==> src/sv/lhd_pkg.sv <==
package lhd_pkg;

  localparam int POS_W      = 13;  // sole position, 1/16 mm
  localparam int OFFSET_W   = 14;  // measured minus command (left), command minus measured (right)
  localparam int MS_W       = 16;
  localparam int BALL_W     = 15;
  localparam int DIST_W     = 14;
  localparam int LEG_OFF_W  = 13;
  localparam int SQ_W       = 29;  // one squared ball coordinate
  localparam int DIST_SQ_W  = 30;  // sum of two squares
  localparam int LIM_SQ_W   = 28;  // squared distance limit
  localparam int CFG_IDX_W  = 2;
  localparam int CFG_DATA_W = 16;

  localparam logic [MS_W-1:0]      MIN_MS_RST     = 16'd100;
  localparam logic [MS_W-1:0]      MAX_MS_RST     = 16'd1000;
  localparam logic [DIST_W-1:0]    MAX_DIST_RST   = 14'd1000;
  localparam logic [LEG_OFF_W-1:0] MIN_OFFSET_RST = 13'd16;

  typedef enum logic [CFG_IDX_W-1:0] {
    REG_MIN_MS     = 2'd0,
    REG_MAX_MS     = 2'd1,
    REG_MAX_DIST   = 2'd2,
    REG_MIN_OFFSET = 2'd3
  } cfg_reg_t;

  // Per-item buffer control: clr empties, adv shifts one entry in.
  typedef struct packed {
    logic clr;
    logic adv;
  } buf_ctrl_t;

endpackage

==> src/sv/lhd_cmd_delay.sv <==
module lhd_cmd_delay #(
  parameter int DELAY_DEPTH = 8
) (
  input  logic                             clk,
  input  logic                             rst_n,
  input  lhd_pkg::buf_ctrl_t               ctrl,
  input  logic signed [lhd_pkg::POS_W-1:0] cmd_in,
  output logic signed [lhd_pkg::POS_W-1:0] cmd_old
);

  // cmd_old is the command from DELAY_DEPTH-1 items back (current one at depth 1)
  if (DELAY_DEPTH == 1) begin : g_direct
    assign cmd_old = cmd_in;
  end else begin : g_line
    logic signed [lhd_pkg::POS_W-1:0] dly_r [DELAY_DEPTH-1];

    always_ff @(posedge clk) begin
      if (!rst_n || ctrl.clr) begin
        for (int i = 0; i < DELAY_DEPTH - 1; i++) dly_r[i] <= '0;
      end else if (ctrl.adv) begin
        dly_r[0] <= cmd_in;
        for (int i = 1; i < DELAY_DEPTH - 1; i++) dly_r[i] <= dly_r[i-1];
      end
    end

    assign cmd_old = dly_r[DELAY_DEPTH-2];
  end

endmodule

==> src/sv/lhd_offset_window.sv <==
module lhd_offset_window #(
  parameter int AVG_WINDOW = 8
) (
  input  logic                                clk,
  input  logic                                rst_n,
  input  lhd_pkg::buf_ctrl_t                  ctrl,
  input  logic signed [lhd_pkg::OFFSET_W-1:0] diff_in,
  output logic signed [lhd_pkg::OFFSET_W+$clog2(AVG_WINDOW)-1:0] sum_r
);

  localparam int SUM_W = lhd_pkg::OFFSET_W + $clog2(AVG_WINDOW);

  // Unfilled slots hold zero, so dropping the oldest entry is exact.
  logic signed [lhd_pkg::OFFSET_W-1:0] win_r [AVG_WINDOW];
  logic signed [SUM_W-1:0]             sum_nxt;

  assign sum_nxt = sum_r + SUM_W'(diff_in) - SUM_W'(win_r[AVG_WINDOW-1]);

  always_ff @(posedge clk) begin
    if (!rst_n || ctrl.clr) begin
      for (int i = 0; i < AVG_WINDOW; i++) win_r[i] <= '0;
      sum_r <= '0;
    end else if (ctrl.adv) begin
      win_r[0] <= diff_in;
      for (int i = 1; i < AVG_WINDOW; i++) win_r[i] <= win_r[i-1];
      sum_r <= sum_nxt;
    end
  end

endmodule

==> src/sv/leg_deflection_hold_detector.sv <==
// Channel  Direction  Handshake          Payload
// in       input      in_valid/in_stall  upright, playing, 4 sole positions, ball time/pos
// out      output     out_valid/out_stall ball_holding
// cfg      input      cfg_wr_en          cfg_index, cfg_wdata
//
// Three stage pipeline: input register, buffer update + squaring, compare into
// the result register. One item per cycle while the output is not stalled.
// Delay lines, windows and sums are updated as an item leaves the input
// register. rst_n is synchronous and clears control, fill counts, delay lines,
// windows and sums, and loads register defaults. A stalled output freezes only
// the stages that are full; up to two more items are taken while a result waits.
module leg_deflection_hold_detector #(
  parameter int DELAY_DEPTH = 8,
  parameter int AVG_WINDOW  = 8
) (
  input  logic                                 clk,
  input  logic                                 rst_n,
  // input channel
  input  logic                                 in_valid,
  output logic                                 in_stall,
  input  logic                                 in_robot_upright,
  input  logic                                 in_game_playing,
  input  logic signed [lhd_pkg::POS_W-1:0]     in_commanded_left_y,
  input  logic signed [lhd_pkg::POS_W-1:0]     in_commanded_right_y,
  input  logic signed [lhd_pkg::POS_W-1:0]     in_measured_left_y,
  input  logic signed [lhd_pkg::POS_W-1:0]     in_measured_right_y,
  input  logic        [lhd_pkg::MS_W-1:0]      in_ms_since_ball_seen,
  input  logic signed [lhd_pkg::BALL_W-1:0]    in_ball_rel_x,
  input  logic signed [lhd_pkg::BALL_W-1:0]    in_ball_rel_y,
  // result channel
  output logic                                 out_valid,
  input  logic                                 out_stall,
  output logic                                 out_ball_holding,
  // configuration
  input  logic                                 cfg_wr_en,
  input  logic        [lhd_pkg::CFG_IDX_W-1:0] cfg_index,
  input  logic        [lhd_pkg::CFG_DATA_W-1:0] cfg_wdata
);

  localparam int SUM_W = lhd_pkg::OFFSET_W + $clog2(AVG_WINDOW);
  localparam int DF_W  = $clog2(DELAY_DEPTH + 1);
  localparam int WF_W  = $clog2(AVG_WINDOW + 1);

  // ---------------- configuration registers ----------------
  logic [lhd_pkg::MS_W-1:0]      min_ms_r, max_ms_r;
  logic [lhd_pkg::DIST_W-1:0]    max_dist_r;
  logic [lhd_pkg::LEG_OFF_W-1:0] min_offset_r;
  logic [lhd_pkg::LIM_SQ_W-1:0]  lim_sq_r;   // max_dist squared
  logic [SUM_W-1:0]              thresh_r;   // min_offset * window size

  always_ff @(posedge clk) begin
    if (!rst_n) begin
      min_ms_r     <= lhd_pkg::MIN_MS_RST;
      max_ms_r     <= lhd_pkg::MAX_MS_RST;
      max_dist_r   <= lhd_pkg::MAX_DIST_RST;
      min_offset_r <= lhd_pkg::MIN_OFFSET_RST;
    end else if (cfg_wr_en) begin
      case (lhd_pkg::cfg_reg_t'(cfg_index))
        lhd_pkg::REG_MIN_MS:     min_ms_r     <= cfg_wdata[lhd_pkg::MS_W-1:0];
        lhd_pkg::REG_MAX_MS:     max_ms_r     <= cfg_wdata[lhd_pkg::MS_W-1:0];
        lhd_pkg::REG_MAX_DIST:   max_dist_r   <= cfg_wdata[lhd_pkg::DIST_W-1:0];
        lhd_pkg::REG_MIN_OFFSET: min_offset_r <= cfg_wdata[lhd_pkg::LEG_OFF_W-1:0];
        default: ;
      endcase
    end
  end

  // Derived limits follow the registers in the next cycle; items pass the input
  // and stage-2 registers before the compare, so a write at idle is always seen.
  always_ff @(posedge clk) begin
    lim_sq_r <= {{(lhd_pkg::LIM_SQ_W-lhd_pkg::DIST_W){1'b0}}, max_dist_r}
              * {{(lhd_pkg::LIM_SQ_W-lhd_pkg::DIST_W){1'b0}}, max_dist_r};
    thresh_r <= SUM_W'(min_offset_r) * SUM_W'(AVG_WINDOW);
  end

  // ---------------- pipeline flow ----------------
  logic v1_r, v2_r, v3_r;
  logic rdy1, rdy2, rdy3;
  logic adv1;

  assign rdy3     = !v3_r || !out_stall;
  assign rdy2     = !v2_r || rdy3;
  assign rdy1     = !v1_r || rdy2;
  assign in_stall = !rdy1;
  assign adv1     = v1_r && rdy2;

  always_ff @(posedge clk) begin
    if (!rst_n) begin
      v1_r <= 1'b0;
      v2_r <= 1'b0;
      v3_r <= 1'b0;
    end else begin
      if (rdy1) v1_r <= in_valid;
      if (rdy2) v2_r <= v1_r;
      if (rdy3) v3_r <= v2_r;
    end
  end

  // ---------------- stage 1: input register ----------------
  logic                                up_r, play_r;
  logic signed [lhd_pkg::POS_W-1:0]    cmd_l_r, cmd_r_r, meas_l_r, meas_r_r;
  logic        [lhd_pkg::MS_W-1:0]     ms_r;
  logic signed [lhd_pkg::BALL_W-1:0]   bx_r, by_r;

  always_ff @(posedge clk) begin
    if (in_valid && rdy1) begin
      up_r     <= in_robot_upright;
      play_r   <= in_game_playing;
      cmd_l_r  <= in_commanded_left_y;
      cmd_r_r  <= in_commanded_right_y;
      meas_l_r <= in_measured_left_y;
      meas_r_r <= in_measured_right_y;
      ms_r     <= in_ms_since_ball_seen;
      bx_r     <= in_ball_rel_x;
      by_r     <= in_ball_rel_y;
    end
  end

  // ---------------- stage 1 -> 2: buffer update ----------------
  logic [DF_W-1:0] dfill_r;
  logic [WF_W-1:0] wfill_r;
  logic            dly_full_new, win_full_new;
  lhd_pkg::buf_ctrl_t dly_ctrl, win_ctrl;

  // fill counts after this item's write
  assign dly_full_new = dfill_r >= DF_W'(DELAY_DEPTH - 1);
  assign win_full_new = wfill_r >= WF_W'(AVG_WINDOW - 1);

  assign dly_ctrl.clr = adv1 && !up_r;
  assign dly_ctrl.adv = adv1 && up_r;
  assign win_ctrl.clr = adv1 && !up_r;
  assign win_ctrl.adv = adv1 && up_r && dly_full_new;

  always_ff @(posedge clk) begin
    if (!rst_n || dly_ctrl.clr) begin
      dfill_r <= '0;
      wfill_r <= '0;
    end else begin
      if (dly_ctrl.adv && dfill_r != DF_W'(DELAY_DEPTH)) dfill_r <= dfill_r + 1'b1;
      if (win_ctrl.adv && wfill_r != WF_W'(AVG_WINDOW))  wfill_r <= wfill_r + 1'b1;
    end
  end

  logic signed [lhd_pkg::POS_W-1:0]    old_l, old_r;
  logic signed [lhd_pkg::OFFSET_W-1:0] diff_l, diff_r;
  logic signed [SUM_W-1:0]             sum_l, sum_r;

  lhd_cmd_delay #(.DELAY_DEPTH(DELAY_DEPTH)) u_dly_l (
    .clk, .rst_n, .ctrl(dly_ctrl), .cmd_in(cmd_l_r), .cmd_old(old_l)
  );
  lhd_cmd_delay #(.DELAY_DEPTH(DELAY_DEPTH)) u_dly_r (
    .clk, .rst_n, .ctrl(dly_ctrl), .cmd_in(cmd_r_r), .cmd_old(old_r)
  );

  // left: measured minus command; right: command minus measured
  assign diff_l = lhd_pkg::OFFSET_W'(meas_l_r) - lhd_pkg::OFFSET_W'(old_l);
  assign diff_r = lhd_pkg::OFFSET_W'(old_r) - lhd_pkg::OFFSET_W'(meas_r_r);

  // Sums reflect the item in stage 2: nothing advances while stage 2 holds.
  lhd_offset_window #(.AVG_WINDOW(AVG_WINDOW)) u_win_l (
    .clk, .rst_n, .ctrl(win_ctrl), .diff_in(diff_l), .sum_r(sum_l)
  );
  lhd_offset_window #(.AVG_WINDOW(AVG_WINDOW)) u_win_r (
    .clk, .rst_n, .ctrl(win_ctrl), .diff_in(diff_r), .sum_r(sum_r)
  );

  // ball squares and the cheap gate terms
  logic signed [2*lhd_pkg::BALL_W-1:0] bx_sq, by_sq;
  logic [lhd_pkg::SQ_W-1:0]            bx_sq_r, by_sq_r;
  logic                                gate_nxt, gate_r;

  assign bx_sq    = bx_r * bx_r;
  assign by_sq    = by_r * by_r;
  assign gate_nxt = up_r && dly_full_new && win_full_new && play_r
                 && (ms_r > min_ms_r) && (ms_r < max_ms_r);

  always_ff @(posedge clk) begin
    if (adv1) begin
      bx_sq_r <= bx_sq[lhd_pkg::SQ_W-1:0];
      by_sq_r <= by_sq[lhd_pkg::SQ_W-1:0];
      gate_r  <= gate_nxt;
    end
  end

  // ---------------- stage 2 -> 3: compares ----------------
  logic [lhd_pkg::DIST_SQ_W-1:0] dist_sq;
  logic                          hold_nxt, hold_r;

  assign dist_sq  = lhd_pkg::DIST_SQ_W'(bx_sq_r) + lhd_pkg::DIST_SQ_W'(by_sq_r);
  assign hold_nxt = gate_r
                 && (dist_sq < lhd_pkg::DIST_SQ_W'(lim_sq_r))
                 && (sum_l > $signed(thresh_r))
                 && (sum_r > $signed(thresh_r));

  always_ff @(posedge clk) begin
    if (v2_r && rdy3) hold_r <= hold_nxt;
  end

  assign out_valid        = v3_r;
  assign out_ball_holding = hold_r;

endmodule

==> config.mk <==
export PLATFORM = sky130hd
export DESIGN_NAME = leg_deflection_hold_detector
export DESIGN_NICKNAME = d
export VERILOG_FILES = /design/src/sv/lhd_pkg.sv /design/src/sv/lhd_cmd_delay.sv /design/src/sv/lhd_offset_window.sv /design/src/sv/leg_deflection_hold_detector.sv
export SDC_FILE = /design/constraint.sdc
export NUM_CORES = 2
export LEC_CHECK = 0
export BUFFER_PORTS_ARGS = -buffer_cell sky130_fd_sc_hd__buf_2
export CAP_MARGIN = 20
export CORE_AREA = 2 2 341 343
export CTS_CLUSTER_SIZE = 10
export DETAILED_ROUTE_END_ITERATION = 16
export DIE_AREA = 0 0 343 345
export MAX_ROUTING_LAYER = met4
export PLACE_DENSITY_LB_ADDON = 0.25
export SYNTH_ARGS = -nofsm -noshare
export SYNTH_HDL_FRONTEND = slang
export SYNTH_SLANG_ARGS = --single-unit
export TNS_END_PERCENT = 5
==> constraint.sdc <==
create_clock -name clk -period 6.41 [get_ports clk]
set_input_delay 0 -clock clk [delete_from_list [all_inputs] [get_ports clk]]
set_output_delay 0 -clock clk [all_outputs]
set_load 0.02 [all_outputs]
==> results by group <==
Place
  – Post-DP HPWL: 76.5 mm
  – Placed Instance Area: 53900 um2
  – Placer Congestion: 0.886
  – Port bufs: 125
  – Inst Count DP: 6240

Synth
  – Largest area contributor in the netlist: edfxtp_1
  – Number of enable flip-flop cells after synthesis: 564
  – Post-synth top area share: 33.1%
  – Async SR Flop Fraction: 0%
  – Synth Flop Type: edfxtp_1
  – Library cells used by synthesis: 79
  – Syn_area_per_cell: 11.0 um2
  – Mapped Cells: 4641
  – Top area cells in the synthesized netlist: edfxtp_1 33%, fa_1 21%, ha_1 10%
  – Sequential area share after synthesis: 38.7%
  – Post-synthesis net count: 5729
  – Post-synthesis cell area: 51200 um2
  – Ys Warns: 0
  – Number of synthesized register bits: 708

Routing
  – DRT iter0 DRCs: 1702
  – DRC violation count after routing: 0
  – WL/cell: 15.6 um
  – WL final: 102 mm
  – Drt first pass iters: 5
  – Vias per cell: 4.84
  – Detail Route Antenna Nets: 0
  – Via count: 31700

Worst hold path
  – Hold path endpoint: by_r[13]
  – Hold path startpoint: in_ball_rel_y[13]
  – Hold WC Path Type: in -> reg
  – WHS Path Cells: 2

Worst setup path
  – Arrival time at the worst endpoint: 6.53 ns
  – Crit path top cell by count: fa_1
  – Crit-path cells: and2_1, fa_1, inv_1, fa_1, inv_1, fa_1, inv_1, fa_1, fa_1, inv_1, fa_1, ha_2, o21a_1, o21ai_0, nor3_2, o211ai_1, a211o_1, o31ai_4, nor4_1, nor3_1, xor2_1
  – Largest fanout on the critical path: 5
  – CP max stage delay: 0.55 ns
  – Worst r2r src: by_r[4]
  – Reg-to-Reg End: by_sq_r[26]
  – Crit path launch: by_r[4]
  – WP data required: 6.79 ns
  – R2R cell count: 21
  – Crit. End Element: flop
  – Crit start category: flop
  – R2R Setup Slk: 0.26 ns
  – CP max-delay cell: fa_1
  – Crit path kind: reg -> reg

Floorplanning
  – Die height: 345 um
  – IO Count: 126
  – Total core area: 115000 um2
  – Die area: 118000 um2
  – Chip width: 343 um
  – Starting Density: 44.5%
  – Row cnt: 125

Global routing
  – Initial antenna violation count: 4
  – M3 GR Usage: 3.13%
  – Congestion Overflow GR: 0
  – Largest net degree at the start of global routing: 142
  – First-pass GRT wire length: 169 mm
  – Met1 Track Usage GR: 26.1%
  – Vias in the first global route: 32800
  – Met2 Use GR: 27.1%
  – Total track usage: 18.2%
  – GRT Max-Usage Layer: met2

Clocking
  – Clock Latency Late Sink: 0.66 ns
  – CTS H-Tree Depth: 3
  – CTS Buf Count: 85
  – Root Buffer: clkbuf_16
  – Clock-pin slew on the worst setup and hold paths: 0.06 ns
  – Clock Sinks: 708
  – CTS tree: yes
  – Clk buf depth: 3

Final layout
  – Filler cells: 10200
  – Final net count: 6054
  – Fraction of layout cells with a size suffix above 1: 8.11%
  – P&R area growth vs syn: 13.7%
  – Final instance area: 58200 um2
  – Non-Filler Instances: 6548

STA
  – Final worst path period need: 6.15 ns
  – Fmax: 0.163 GHz
  – Relative slew slack: 32.4%
  – Fin crit share: 95.9%
  – Final hold violations: 0
  – Slew @ Worst Pin: 1.01 ns
  – RSZ-0062 raised after global routing: yes
  – Final setup vio count: 0
  – Clk_skew: 0.0364 ns
  – Max-slew violations: 0

Outcome
  – Status: complete, no violations

Job
  – Max-cap violation count: 0
cells in the mapped netlist (49+ instances only):
master	count
ha_1	427
a21boi_0	49
inv_1	912
clkbuf_1	132
nor2_1	164
nand2_1	354
and3_1	163
and2_1	366
fa_1	538
dfxtp_1	144
edfxtp_1	564
o21ai_0	73
a21oi_1	122
xnor2_1	116
xor2_1	57
a21o_1	57
per-stage QoR:
stage	utilization (%)	TNS [ns]	hold WS, ns	worst slack (ns)
floorplan	-	0	0.0989	0.167
global placement	46.9	0	0.177	0.122
detailed placement	46.9	-0.00511	0.178	-0.00511
CTS	50.3	0	0.00114	0.0837
global route	50.6	-0.0827	0.0211	-0.0336
finish	50.6	0	0.0493	0.261
kinds of logic after synthesis:
logic type | share of synthesized area, %
DFF | 38.7
xor gates and xnor gates | 2.96
adders and majority gates | 31.5
buffers and inverters | 7.71
muxes | 0.166
and+or+nand+nor | 12.7
AOI/OAI and AO/OA | 6.33
registers in the layout (all words and copies together) (netlist names), 13 cells and up:
signal and flops:
u_win_l.sum_r 17, u_dly_l.g_line.dly_r 91, max_dist_r 14, u_win_r.win_r 112
min_offset_r 13, bx_r 15, cmd_r_r 13, max_ms_r 16
meas_r_r 13, by_r 15, min_ms_r 16, u_dly_r.g_line.dly_r 91
cmd_l_r 13, meas_l_r 13, u_win_r.sum_r 17, thresh_r 13
u_win_l.win_r 112, bx_sq_r 28, by_sq_r 28, ms_r 16
lim_sq_r 27
final cells by class:
cell class	count	area [um2]	area share, %
antenna	5	12.5	0.0215
clock buffer	124	2330	4.00
clock inverter	16	230	0.395
inverter	913	3440	5.91
multi-input combinational	2882	27600	47.3
sequential	708	19800	34.1
tap	1524	1910	3.28
timing repair buffer	376	2900	4.99
how the worst max path moves through the flow:
stage,cells past startpoint,slack (ns),to
4_1_cts,22,0.08,by_sq_r[26]
3_5_place_dp,20,-0.005,by_sq_r[26]
2_1_floorplan,7,0.17,u_win_l.sum_r[16]
6_report,21,0.26,by_sq_r[26]
3_3_place_gp,21,0.12,by_sq_r[26]
5_1_grt,24,-0.03,bx_sq_r[27]
worst max-delay path, delay by kind of cell (launching register included):
kind | cells | cell delay (ns)
flops | 1 | 0.46
buf+inv | 4 | 0.22
simple gates | 4 | 0.76
fa+ha+maj | 7 | 3.36
compound gates | 5 | 0.96
xor+xnor | 1 | 0.10
cell usage in the layout (no fill, tap or decap), types with 118 or more instances in the layout:
| master | n |
|---|---|
| inv_1 | 908 |
| and2_1 | 366 |
| dlygate4sd3_1 | 140 |
| buf_2 | 125 |
| edfxtp_1 | 564 |
| ha_1 | 425 |
| nand2_1 | 353 |
| dfxtp_1 | 135 |
| nor2_1 | 157 |
| and3_1 | 162 |
| a21oi_1 | 118 |
| fa_1 | 537 |
per-layer routing:
layer	vias up	share of wire (%)
met2	484	44
met5	-	0
met3	126	4.5
met1	15400	49
met4	0	2.0
li1	15700	-
what timing repair did:
action | 4_1_cts | 5_1_grt
hold buffers | 140 | 0
pin swaps | 0 | 6
gates cloned | 0 | 0
setup endpoints to repair | 1 | 18
endpoints found under the hold margin | 173 | 0
gates resized for setup | 1 | 36
buffers inserted | 0 | 22
Power is left out: the tool's default activity adds up to more than one toggle a clock period on the data nets, which glitch-free logic cannot reach.
